--- config.mk ---
export PLATFORM = sky130hd
export DESIGN_NAME = text_pretokenizer_chunker_core
export DESIGN_NICKNAME = d
export VERILOG_FILES = /design/src/rtl/tpc_pkg.sv /design/src/rtl/tpc_front.sv /design/src/rtl/tpc_queue.sv /design/src/rtl/tpc_back.sv /design/src/rtl/text_pretokenizer_chunker_core.sv
export SDC_FILE = /design/constraint.sdc
export NUM_CORES = 1
export LEC_CHECK = 0
export BUFFER_PORTS_ARGS = -buffer_cell sky130_fd_sc_hd__buf_2
export CORE_UTILIZATION = 25
export CTS_BUF_LIST = sky130_fd_sc_hd__clkbuf_4 sky130_fd_sc_hd__clkbuf_8 sky130_fd_sc_hd__clkbuf_16
export CTS_CLUSTER_SIZE = 8
export DETAILED_ROUTE_END_ITERATION = 6
export MAX_ROUTING_LAYER = met4
export PLACE_DENSITY_LB_ADDON = 0.3
export SETUP_SLACK_MARGIN = 0.1
export SLEW_MARGIN = 0
export SYNTH_ARGS = -nofsm -noshare
export SYNTH_HDL_FRONTEND = slang
export SYNTH_SLANG_ARGS = --single-unit
export TNS_END_PERCENT = 100
--- constraint.sdc ---
create_clock -name clk -period 9.8 [get_ports clk]
set_input_delay 2.94 -clock clk [delete_from_list [all_inputs] [get_ports clk]]
set_output_delay 2.94 -clock clk [all_outputs]
set_load 0.005 [all_outputs]
--- src/rtl/tpc_pkg.sv ---
// ----------------------------------------------------------------------------
// tpc_pkg
// Shared types and constants of the text pretokenizer chunker.
// ----------------------------------------------------------------------------
package tpc_pkg;

	// Default bound of the byte offset counter (offsets wrap past it).
	localparam longint unsigned TPC_MAX_TEXT_BYTES = 64'd65536;

	// Most chunk descriptors that one text byte can release.
	localparam int TPC_MAX_RES = 3;

	// Depth of the step queue between front and back.
	localparam int TPC_QUEUE_DEPTH = 4;

	// Fixed widths of the result fields.
	localparam int TPC_START_W  = 16;
	localparam int TPC_LENGTH_W = 17;

	// Control part of one step record: what one accepted byte released.
	typedef struct packed {
		logic       done;   // byte closed the text
		logic       ovf;    // offsets had wrapped when the byte arrived
		logic [1:0] cnt;    // number of chunks released, 0 to 3
	} tpc_step_ctl_t;

	localparam int TPC_CTL_W = $bits(tpc_step_ctl_t);

endpackage

--- src/rtl/tpc_front.sv ---
// ----------------------------------------------------------------------------
// tpc_front
// Byte classifier and chunk state machine; releases begin/end pairs per byte.
// ----------------------------------------------------------------------------
module tpc_front import tpc_pkg::*; #(
	parameter longint unsigned MAX_TEXT_BYTES = TPC_MAX_TEXT_BYTES,
	localparam int PW = $clog2(MAX_TEXT_BYTES)
) (
	input  logic                             clk,
	input  logic                             arst_n,
	input  logic                             accept,
	input  logic [7:0]                       text_byte,
	input  logic                             end_of_text,
	output tpc_step_ctl_t                    ctl,
	output logic [TPC_MAX_RES-1:0][PW-1:0]   beg,
	output logic [TPC_MAX_RES-1:0][PW-1:0]   fin
);

	localparam logic [PW-1:0] LAST = PW'(MAX_TEXT_BYTES - 64'd1);

	// Chunk modes; the byte classes share the first codes.
	localparam logic [2:0] MODE_NONE   = 3'd0;
	localparam logic [2:0] MODE_LETTER = 3'd1;
	localparam logic [2:0] MODE_DIGIT  = 3'd2;
	localparam logic [2:0] MODE_OTHER  = 3'd3;
	localparam logic [2:0] MODE_SPACE  = 3'd4;
	localparam logic [2:0] MODE_Q1     = 3'd5;
	localparam logic [2:0] MODE_Q2     = 3'd6;

	localparam logic [7:0] CH_APOS = 8'h27;
	localparam logic [7:0] CH_UA   = 8'h41;
	localparam logic [7:0] CH_UZ   = 8'h5A;
	localparam logic [7:0] CH_LA   = 8'h61;
	localparam logic [7:0] CH_LZ   = 8'h7A;
	localparam logic [7:0] CH_D0   = 8'h30;
	localparam logic [7:0] CH_D9   = 8'h39;
	localparam logic [7:0] CH_TAB  = 8'h09;
	localparam logic [7:0] CH_CR   = 8'h0D;
	localparam logic [7:0] CH_SP   = 8'h20;
	localparam logic [7:0] CH_HI   = 8'h80;
	localparam logic [7:0] CH_S    = 8'h73;
	localparam logic [7:0] CH_T    = 8'h74;
	localparam logic [7:0] CH_M    = 8'h6D;
	localparam logic [7:0] CH_D    = 8'h64;
	localparam logic [7:0] CH_R    = 8'h72;
	localparam logic [7:0] CH_V    = 8'h76;
	localparam logic [7:0] CH_L    = 8'h6C;
	localparam logic [7:0] CH_E    = 8'h65;

	function automatic logic [2:0] byte_class(input logic [7:0] b);
		logic [2:0] r;
		if ((b >= CH_UA && b <= CH_UZ) || (b >= CH_LA && b <= CH_LZ)) r = MODE_LETTER;
		else if (b >= CH_D0 && b <= CH_D9)                             r = MODE_DIGIT;
		else if (b == CH_SP || (b >= CH_TAB && b <= CH_CR))            r = MODE_SPACE;
		else if (b >= CH_HI)                                           r = MODE_LETTER;
		else                                                           r = MODE_OTHER;
		return r;
	endfunction

	logic [PW-1:0] pos_q;
	logic [PW-1:0] begin_q;
	logic [2:0]    mode_q;
	logic [7:0]    la1_q;
	logic          ovf_q;

	logic [2:0]    cls;
	logic [2:0]    start_mode;
	logic [PW-1:0] pinc, pdec, binc;
	logic [PW-1:0] nb;
	logic [2:0]    nm;
	logic [7:0]    nla;
	logic [1:0]    k;
	logic          run;
	logic [2:0]    rm;
	logic [7:0]    want;

	assign cls        = byte_class(text_byte);
	assign start_mode = (text_byte == CH_APOS) ? MODE_Q1 : cls;
	assign pinc       = (pos_q == LAST) ? '0 : pos_q + 1'b1;
	assign pdec       = (pos_q == '0) ? LAST : pos_q - 1'b1;
	assign binc       = (begin_q == LAST) ? '0 : begin_q + 1'b1;
	assign want       = (la1_q == CH_L) ? CH_L : CH_E;

	always_comb begin
		nb  = begin_q;
		nm  = mode_q;
		nla = la1_q;
		k   = 2'd0;
		run = 1'b0;
		rm  = MODE_NONE;
		beg = '0;
		fin = '0;

		unique case (mode_q) inside
			MODE_LETTER, MODE_DIGIT, MODE_OTHER: begin
				run = 1'b1;
				rm  = mode_q;
			end
			MODE_SPACE: begin
				if (cls != MODE_SPACE) begin
					// last blank heads the next chunk; drop an empty run
					if (begin_q != pdec) begin
						beg[k] = begin_q;
						fin[k] = pdec;
						k      = k + 2'd1;
					end
					nm = cls;
					nb = pdec;
				end
			end
			MODE_Q1: begin
				if (text_byte == CH_S || text_byte == CH_T ||
				    text_byte == CH_M || text_byte == CH_D) begin
					beg[k] = begin_q;
					fin[k] = pinc;
					k      = k + 2'd1;
					nm     = MODE_NONE;
				end else if (text_byte == CH_R || text_byte == CH_V ||
				             text_byte == CH_L) begin
					nla = text_byte;
					nm  = MODE_Q2;
				end else begin
					nm  = MODE_OTHER;
					run = 1'b1;
					rm  = MODE_OTHER;
				end
			end
			MODE_Q2: begin
				if (text_byte == want) begin
					beg[k] = begin_q;
					fin[k] = pinc;
					k      = k + 2'd1;
					nm     = MODE_NONE;
				end else begin
					// apostrophe alone, held letter opens a letter run
					beg[k] = begin_q;
					fin[k] = binc;
					k      = k + 2'd1;
					nb     = binc;
					nm     = MODE_LETTER;
					run    = 1'b1;
					rm     = MODE_LETTER;
				end
			end
			default: begin
				nb = pos_q;
				nm = start_mode;
			end
		endcase

		if (run && cls != rm) begin
			beg[k] = nb;
			fin[k] = pos_q;
			k      = k + 2'd1;
			nb     = pos_q;
			nm     = start_mode;
		end

		if (end_of_text) begin
			case (nm) inside
				MODE_LETTER, MODE_DIGIT, MODE_OTHER, MODE_SPACE, MODE_Q1: begin
					if (k != 2'd3) begin
						beg[k] = nb;
						fin[k] = pinc;
						k      = k + 2'd1;
					end
				end
				MODE_Q2: begin
					if (k != 2'd3) begin
						beg[k] = begin_q;
						fin[k] = binc;
						k      = k + 2'd1;
					end
					if (k != 2'd3) begin
						beg[k] = binc;
						fin[k] = pinc;
						k      = k + 2'd1;
					end
				end
				default: begin
				end
			endcase
		end

		ctl.done = end_of_text;
		ctl.ovf  = ovf_q;
		ctl.cnt  = k;
	end

	always_ff @(posedge clk or negedge arst_n) begin
		if (!arst_n) begin
			pos_q   <= '0;
			begin_q <= '0;
			mode_q  <= MODE_NONE;
			la1_q   <= '0;
			ovf_q   <= 1'b0;
		end else if (accept) begin
			if (end_of_text) begin
				pos_q   <= '0;
				begin_q <= '0;
				mode_q  <= MODE_NONE;
				la1_q   <= '0;
				ovf_q   <= 1'b0;
			end else begin
				pos_q   <= pinc;
				begin_q <= nb;
				mode_q  <= nm;
				la1_q   <= nla;
				if (pos_q == LAST) begin
					ovf_q <= 1'b1;
				end
			end
		end
	end

endmodule

--- src/rtl/tpc_queue.sv ---
// ----------------------------------------------------------------------------
// tpc_queue
// Small register queue of step records between front and back.
// ----------------------------------------------------------------------------
module tpc_queue import tpc_pkg::*; #(
	parameter int W     = 8,
	parameter int DEPTH = TPC_QUEUE_DEPTH,
	localparam int AW   = (DEPTH > 1) ? $clog2(DEPTH) : 1
) (
	input  logic         clk,
	input  logic         arst_n,
	input  logic         push,
	input  logic [W-1:0] wr_data,
	input  logic         pop,
	output logic [W-1:0] rd_data,
	output logic         full,
	output logic         empty
);

	logic [W-1:0]  mem_q [DEPTH];
	logic [AW-1:0] wptr_q, rptr_q;
	logic [AW:0]   cnt_q;
	logic          do_push, do_pop;

	assign full    = (cnt_q == (AW+1)'(DEPTH));
	assign empty   = (cnt_q == '0);
	assign do_push = push && !full;
	assign do_pop  = pop && !empty;
	assign rd_data = mem_q[rptr_q];

	always_ff @(posedge clk) begin
		if (do_push) begin
			mem_q[wptr_q] <= wr_data;
		end
	end

	always_ff @(posedge clk or negedge arst_n) begin
		if (!arst_n) begin
			wptr_q <= '0;
			rptr_q <= '0;
			cnt_q  <= '0;
		end else begin
			if (do_push) begin
				wptr_q <= (wptr_q == AW'(DEPTH - 1)) ? '0 : wptr_q + 1'b1;
			end
			if (do_pop) begin
				rptr_q <= (rptr_q == AW'(DEPTH - 1)) ? '0 : rptr_q + 1'b1;
			end
			if (do_push && !do_pop) begin
				cnt_q <= cnt_q + 1'b1;
			end else if (do_pop && !do_push) begin
				cnt_q <= cnt_q - 1'b1;
			end
		end
	end

endmodule

--- src/rtl/tpc_back.sv ---
// ----------------------------------------------------------------------------
// tpc_back
// Serializes step records into chunk descriptors, one per cycle while chunk_stall is low.
// ----------------------------------------------------------------------------
module tpc_back import tpc_pkg::*; #(
	parameter longint unsigned MAX_TEXT_BYTES = TPC_MAX_TEXT_BYTES,
	localparam int PW = $clog2(MAX_TEXT_BYTES)
) (
	input  logic                            clk,
	input  logic                            arst_n,
	input  logic                            q_empty,
	input  tpc_step_ctl_t                   ctl,
	input  logic [TPC_MAX_RES-1:0][PW-1:0]  beg,
	input  logic [TPC_MAX_RES-1:0][PW-1:0]  fin,
	output logic                            q_pop,
	output logic                            chunk_valid,
	input  logic                            chunk_stall,
	output logic [TPC_START_W-1:0]          chunk_start,
	output logic [TPC_LENGTH_W-1:0]         chunk_length,
	output logic                            text_done,
	output logic                            run_last,
	output logic                            position_overflow
);

	localparam logic [PW:0] BOUND = (PW+1)'(MAX_TEXT_BYTES);
	localparam int SW = (PW > TPC_START_W) ? PW : TPC_START_W;
	localparam int LW = (PW + 1 > TPC_LENGTH_W) ? PW + 1 : TPC_LENGTH_W;

	logic [1:0]    idx_q;
	logic          valid_q;
	logic          load;
	logic          last;
	logic [PW-1:0] b, e;
	logic [PW:0]   len;
	logic [SW-1:0] start_x;
	logic [LW-1:0] len_x;

	assign load  = !q_empty && (!valid_q || !chunk_stall);
	assign last  = (idx_q == 2'(ctl.cnt - 2'd1));
	assign q_pop = load && last;
	assign b     = beg[idx_q];
	assign e     = fin[idx_q];

	// equal ends mean a full wrap of the offset range
	assign len     = (e > b) ? {1'b0, e} - {1'b0, b} : BOUND - {1'b0, b} + {1'b0, e};
	assign start_x = SW'(b);
	assign len_x   = LW'(len);

	assign chunk_valid = valid_q;

	always_ff @(posedge clk or negedge arst_n) begin
		if (!arst_n) begin
			valid_q <= 1'b0;
			idx_q   <= '0;
		end else begin
			valid_q <= load || (valid_q && chunk_stall);
			if (load) begin
				idx_q <= last ? 2'd0 : idx_q + 2'd1;
			end
		end
	end

	always_ff @(posedge clk) begin
		if (load) begin
			chunk_start       <= start_x[TPC_START_W-1:0];
			chunk_length      <= len_x[TPC_LENGTH_W-1:0];
			run_last          <= last;
			text_done         <= last && ctl.done;
			position_overflow <= ctl.ovf;
		end
	end

endmodule

--- src/rtl/text_pretokenizer_chunker_core.sv ---
// ----------------------------------------------------------------------------
// text_pretokenizer_chunker_core
// Splits a text byte stream into pre-token chunk descriptors (start, length).
// ----------------------------------------------------------------------------
//
//  channel  handshake                 payload
//  -------  ------------------------  -------------------------------------
//  byte     byte_valid / byte_stall   text_byte, end_of_text
//  chunk    chunk_valid / chunk_stall chunk_start, chunk_length, text_done,
//                                     run_last, position_overflow
//
//  The front takes one byte per cycle while the step queue has room; a byte
//  is classified and its chunk state advanced in the cycle of its transfer.
//  The back delivers one chunk per cycle from a registered output while
//  chunk_stall is low, so a byte that releases n chunks (0 to 3) holds the
//  back until all n are out; the four-entry step queue absorbs such bursts.
//  Reset clears control state at once, not data; no clearing pass follows.
//  byte_stall rises only when the step queue is full.
//
module text_pretokenizer_chunker_core import tpc_pkg::*; #(
	parameter longint unsigned MAX_TEXT_BYTES = TPC_MAX_TEXT_BYTES
) (
	input  logic                    clk,
	input  logic                    arst_n,
	input  logic                    byte_valid,
	output logic                    byte_stall,
	input  logic [7:0]              text_byte,
	input  logic                    end_of_text,
	output logic                    chunk_valid,
	input  logic                    chunk_stall,
	output logic [TPC_START_W-1:0]  chunk_start,
	output logic [TPC_LENGTH_W-1:0] chunk_length,
	output logic                    text_done,
	output logic                    run_last,
	output logic                    position_overflow
);

	localparam int PW = $clog2(MAX_TEXT_BYTES);
	localparam int PAIRS_W = TPC_MAX_RES * PW;
	localparam int QW = TPC_CTL_W + 2 * PAIRS_W;

	logic                           accept;
	tpc_step_ctl_t                  f_ctl, b_ctl;
	logic [TPC_MAX_RES-1:0][PW-1:0] f_beg, f_fin, b_beg, b_fin;
	logic [QW-1:0]                  q_wr, q_rd;
	logic                           q_full, q_empty, q_pop;

	// Hold the byte side while the queue has no free slot.
	assign byte_stall = q_full;
	assign accept     = byte_valid && !byte_stall;

	tpc_front #(
		.MAX_TEXT_BYTES (MAX_TEXT_BYTES)
	) u_front (
		.clk         (clk),
		.arst_n      (arst_n),
		.accept      (accept),
		.text_byte   (text_byte),
		.end_of_text (end_of_text),
		.ctl         (f_ctl),
		.beg         (f_beg),
		.fin         (f_fin)
	);

	// Drop bytes that release no chunk; only real steps enter the queue.
	assign q_wr = {f_ctl, f_beg, f_fin};

	tpc_queue #(
		.W     (QW),
		.DEPTH (TPC_QUEUE_DEPTH)
	) u_queue (
		.clk     (clk),
		.arst_n  (arst_n),
		.push    (accept && (f_ctl.cnt != 2'd0)),
		.wr_data (q_wr),
		.pop     (q_pop),
		.rd_data (q_rd),
		.full    (q_full),
		.empty   (q_empty)
	);

	assign b_ctl = tpc_step_ctl_t'(q_rd[QW-1 -: TPC_CTL_W]);
	assign b_beg = q_rd[2*PAIRS_W-1 -: PAIRS_W];
	assign b_fin = q_rd[PAIRS_W-1:0];

	tpc_back #(
		.MAX_TEXT_BYTES (MAX_TEXT_BYTES)
	) u_back (
		.clk               (clk),
		.arst_n            (arst_n),
		.q_empty           (q_empty),
		.ctl               (b_ctl),
		.beg               (b_beg),
		.fin               (b_fin),
		.q_pop             (q_pop),
		.chunk_valid       (chunk_valid),
		.chunk_stall       (chunk_stall),
		.chunk_start       (chunk_start),
		.chunk_length      (chunk_length),
		.text_done         (text_done),
		.run_last          (run_last),
		.position_overflow (position_overflow)
	);

endmodule
# Yosys cells after proc, flatten, opt, wreduce, memory -nomap -nowiden
# Memory sizes are Yosys's and may differ from the RTL's.
# Index checks and enable logic that the tools add are counted.
[classes]
add_sub_neg = 15
n_mul = 0
bitwise_logic = 0
eq_ne = 35
n_reduce_logical = 45
mux = 103
n_shift = 0
div_mod_pow = 0
order_cmp = 17
[op_table]
columns = ["op", "n"]
rows = [
  ["$mux 48", 20],
  ["$bwmux 48", 8],
  ["$mux 16", 20],
  ["$pmux 16 s3", 3],
  ["$demux 16 s2", 3],
  ["$bmux 16 s2", 2],
  ["$eq 8x7->1 const B", 8],
  ["$mux 3", 11],
  ["$add 16x1->16 const B", 2],
  ["$eq 16x16->1 const B", 2],
  ["$mux 2", 16],
  ["$mux 8", 4],
  ["$eq 3x3->1 const B", 7],
  ["$logic_and 1x1->1", 18],
  ["$add 17x16->17", 1],
  ["$mux 17", 1],
  ["$sub 16x16->17", 1],
  ["$sub 17x16->17 const A", 1],
  ["$eq 8x6->1 const B", 2],
  ["$ge 8x7->1 const B", 2],
  ["$gt 16x16->1", 1],
  ["$le 8x7->1 const B", 2],
  ["$logic_not 16->1", 1],
  ["$ne 16x16->1", 1],
  ["other kinds (35)", 78],
]
[word_totals]
mem_count = 1
romBits = 0
register_bits = 90
inputBits = 13
ram_bits = 400
latch_bits = 0
[memory_table]
columns = ["name", "depth", "word_bits", "rd", "rd_ports_with_merged_regs", "wr", "line_no", "source"]
rows = [
  ["u_queue.mem_q", 4, 100, 1, 0, 1, "tpc_queue.sv:20", "logic [W-1:0] mem_q [DEPTH];"],
]

# Longest topological paths before layout
[depth]
depth_word = 28
ltp_mapped = 25
ltp_nobuf = 21

# Cells and area by module
# From an unflattened synthesis, not the netlist that was laid out.
[hier_totals]
hier_cells = 1988
area_unflattened_um2 = 25439.4
[modules_own_cells]
columns = ["module", "seq_area_each_um2", "instances", "cells_each", "area_each_um2"]
rows = [
  ["tpc_queue", 12186.7, 1, 559, 14880.5],
  ["tpc_front", 1101.1, 1, 1124, 7719.9],
  ["tpc_back", 1156.1, 1, 303, 2817.7],
  ["text_pretokenizer_chunker_core", 0.0, 1, 2, 21.3],
]

# Worst setup path after synthesis
# OpenSTA, ideal clock, no wires.
[synth_timing]
path_type = "input -> register"
start = "input port text_byte[3]"
end = "memory u_queue.mem_q[0][0] (netlist name), enable pin"
slack_ns = 0.747
n_path_buf = 3
arrival_ns = 8.583
required_time_ns = 9.330
stages = 16
cell_sequence = "buf_2 > or4b_2 > a211o_1 > o41ai_1 > nor2_1 > mux2i_1 > o2bb2ai_1 > inv_1 > clkbuf_1 > clkbuf_1 > ha_1 > inv_1 > o21ai_0 > a31oi_1 > o31a_2 > and2_1"
[synth_rtl]
columns = ["item", "line_no", "source"]
rows = [
  ["start: declaration", "text_pretokenizer_chunker_core.sv:27", "input logic [7:0] text_byte,"],
  ["end: declaration", "tpc_queue.sv:20", ""],
]

==> run_results.csv <==
group,metric,value,unit
outcome,outcome,"complete, no violations",
drt,detail-route-antenna-nets,0,
global_routing,grt_pass1_vias,18428,
timing,timing.final.crit_share,0.785,
drt,vias,18626,
floorplanning,die_y,322,µm
critical_path,required,10.08,ns
synthesis,synthMuxAreaShare,0.110,
cts,clock_sinks,490,
synthesis,synth_seq_area_share,0.565,
timing,fin_tns_setup,0,ns
hold_path,hold_end,"u_front.la1_q[7]",
job,maxCapViolCount,0,
power_and_ir_drop,p_leak,0.00991,µW
cts,ctsHtreeMaxLevel,3,
synthesis,synthSimpleGateAreaFrac,0.0932,
hold_path,hp-class,"reg2reg",
timing,clock.fmax,0.130,GHz
floorplanning,start_util,0.254,
cts,clock_latency,0.65,ns
drt,drt_iter0_drc,2190,
critical_path,cp-start-kind,"input port",
drt,viasPerCell,5.33,
synthesis,async_reset_ff_frac,0.110,
timing,rsz0062_at_grt,"no",
floorplanning,die_area,104000,µm²
synthesis,yosys_warnings,0,
cts,post_cts_resized,0,
power_and_ir_drop,power_density,322,nW/µm²
synthesis,synth_area,25600,µm²
global_routing,grt_usage,0.172,
critical_path,cp.arrival,7.97,ns
timing,fin_crit,7.69,ns
critical_path,path_common_cell,"buf_4",
cts,cts_tree,"yes",
drt,wl_per_cell,24.8,µm
drt,wl,86700,µm
synthesis,yosys_most_used_dff,"edfxtp_1",
final_layout,syn_to_final_growth,16.0,%
cts,cts.clk_slew.worst_paths,0.05,ns
drt,first_pass_iters,6,
drt,drcViolationCount,0,
synthesis,syn_area_per_cell,12.2,µm²
synthesis,synthAdderAreaFrac,0.0162,
critical_path,slowest_delay,0.68,ns
synthesis,ys_seq_elements,490,
critical_path,r2r_start,"u_front.pos_q[0]",
hold_path,holdPathStages,1,
critical_path,r2r_slack,2.98,ns
placed_design,place.port_buffers,50,
placed_design,dp_slack,1.56,ns
timing,finClkSkew,0.0581,ns
critical_path,r2r-end,"u_queue.mem_q[2][65]",
hold_path,hold_start,"u_front.la1_q[7]",
synthesis,synth_compound_area_frac,0.159,
timing,slew_viol_final,0,
timing,tightestPinTransition,1.16,ns
cts,cts_setup_buffers,0,
final_layout,fillers,10221,
critical_path,crit_chain,"buf_2 > or4b_2 > a211o_1 > o41ai_1 > buf_4 > nor2_1 > mux2i_1 > o2bb2ai_4 > buf_4 > inv_1 > buf_4 > ha_1 > inv_1 > o21ai_0 > a31oi_1 > o31a_2 > and2_4 > buf_12",
floorplanning,die_x,322,µm
critical_path,cp_max_fo,37,
timing,setup_viol_count_final,0,
final_layout,drive_above_1_share,0.175,
global_routing,overflow,0,
synthesis,synth-edff-count,436,
synthesis,synth_top_family_by_area,"compound AO/OA/AOI/OAI gates",
global_routing,grt_max_degree,57,
placed_design,dp_hpwl,59200,µm
cts,clockBufferDepth,3,
floorplanning,fp-row-count,116,
timing,final-hold-violation-count,0,
synthesis,synth-xor-area-share,0.0206,
timing,setup_ws,2.11,ns
critical_path,worst-r2r-cell-count,19,
placed_design,gp_congestion,0.969,
synthesis,synth_cell_type_count,91,
floorplanning,core-area,101000,µm²
cts,postCtsHoldBufs,0,
critical_path,cp_slowest_cell,"or4b_2",
timing,slew_headroom,0.218,
power_and_ir_drop,peakVddDrop,0.137,mV
critical_path,endpoint_kind,"flop",
critical_path,worstSetupPathType,"in2reg",
synthesis,mappedNetlistNets,2134,
synthesis,synth_cells,2089,
final_layout,nNetsFinal,2145,
global_routing,grt_first_pass_wirelength,128000,µm
cts,cts-root-buf,"clkbuf_16",
cts,cts-buffers-inserted,72,
global_routing,antenna_found_initial,2,
floorplanning,ioPinCount,51,
-- sequential cells by signal, indices dropped and copies added (netlist names) --
| name | count |
|---|---|
| u_back.chunk_start | 16 |
| u_front.pos_q | 16 |
| u_queue.cnt_q | 3 |
| u_queue.wptr_q | 2 |
| u_back.chunk_valid | 1 |
| u_front.ovf_q | 1 |
| u_front.mode_q | 3 |
| u_back.chunk_length | 17 |
| u_front.begin_q | 16 |
| u_front.la1_q | 8 |
| u_queue.mem_q | 400 |
| u_queue.rptr_q | 2 |
| u_back.idx_q | 2 |
| u_back.text_done | 1 |
| u_back.position_overflow | 1 |
| u_back.run_last | 1 |
-- synthesized netlist by cell type (26+ instances only) --
cell / instances / area [µm²]
a21oi_1: 107 / 536
a22oi_1: 88 / 661
clkbuf_1: 142 / 533
dfrtp_1: 54 / 1350
edfxtp_1: 436 / 13100
ha_1: 30 / 375
inv_1: 52 / 195
mux2i_1: 66 / 661
mux4_2: 84 / 1890
nand2_1: 155 / 582
nand3_1: 26 / 130
nor2_1: 139 / 522
nor3_1: 33 / 165
o21ai_0: 141 / 706
o22a_1: 37 / 324
o22ai_1: 74 / 463
xnor2_1: 38 / 333
-- layout make-up --
type | instances | area [µm²] | area share
Timing Repair Buffer | 114 | 843 | 0.0284
Multi-Input combinational cell | 1368 | 10300 | 0.346
Tap cell | 1357 | 1700 | 0.0572
Inverter | 54 | 208 | 0.00700
Sequential cell | 490 | 14500 | 0.487
Clock inverter | 9 | 186 | 0.00629
Antenna cell | 4 | 10.0 | 0.000337
Clock buffer | 96 | 1990 | 0.0672
-- layer usage --
metal  up-vias  track usage  part of all wire
met5         -            -                 0
met4         0       0.0432             0.022
met3       149       0.0294             0.076
met2       897        0.255              0.45
met1      9448        0.241              0.45
li1       8132            -                 -
-- stage by stage --
stage / std cells / total power, µW / utilization / hold slack (ns) / cell area [µm²]
2_1_floorplan: 2089 / 5820 / - / 0.445 / 25600
3_3_place_gp: 3383 / 7160 / 0.273 / 0.464 / 27500
3_5_place_dp: 3383 / 7210 / 0.273 / 0.464 / 27500
4_1_cts: 3488 / 9620 / 0.294 / 0.487 / 29700
5_1_grt: 3489 / 10100 / 0.294 / 0.527 / 29700
6_report: 3492 / 9550 / 0.294 / 0.488 / 29700
-- worst max-delay path, delay by kind of cell --
kind / cells / cell delay (ns)
AND/OR/NAND/NOR: 3 / 1.30
buffers and inverters: 7 / 1.52
adder cells (fa/ha/maj): 1 / 0.34
multiplexers: 1 / 0.41
AO/OA/AOI/OAI: 6 / 1.31
-- logic make-up after synthesis --
kind of cell,count (synthesis)
AO/OA/AOI/OAI,609
AND/OR/NAND/NOR,493
flip-flops,490
buffers and inverters,231
multiplexers,174
XOR/XNOR,60
adder cells (fa/ha/maj),32
-- cell usage in the layout (no fill, tap or decap), types with 66 or more instances in the layout --
cell / instances
edfxtp_1: 436
nand2_1: 155
o21ai_0: 141
nor2_1: 137
a21oi_1: 105
a22oi_1: 88
mux4_2: 84
o22ai_1: 74
clkbuf_16: 72
mux2i_1: 66
-- report_power, final --
part / total, µW / switching, µW / internal, µW
registers: 3100 / 276 / 2830
clock network: 2370 / 942 / 1430
logic: 4070 / 2550 / 1520
-- how the worst max path moves through the flow --
stage | start | cells past startpoint | endpoint
5_1_grt | text_byte[3] | 18 | u_queue.mem_q[1][29]
6_report | text_byte[3] | 18 | u_queue.mem_q[1][26]
3_5_place_dp | text_byte[3] | 18 | u_queue.mem_q[1][12]
4_1_cts | text_byte[3] | 18 | u_queue.mem_q[1][32]
3_3_place_gp | text_byte[3] | 18 | u_queue.mem_q[1][12]
2_1_floorplan | text_byte[3] | 16 | u_queue.mem_q[0][0]
Note: power is estimated with default switching activity, not from simulation.
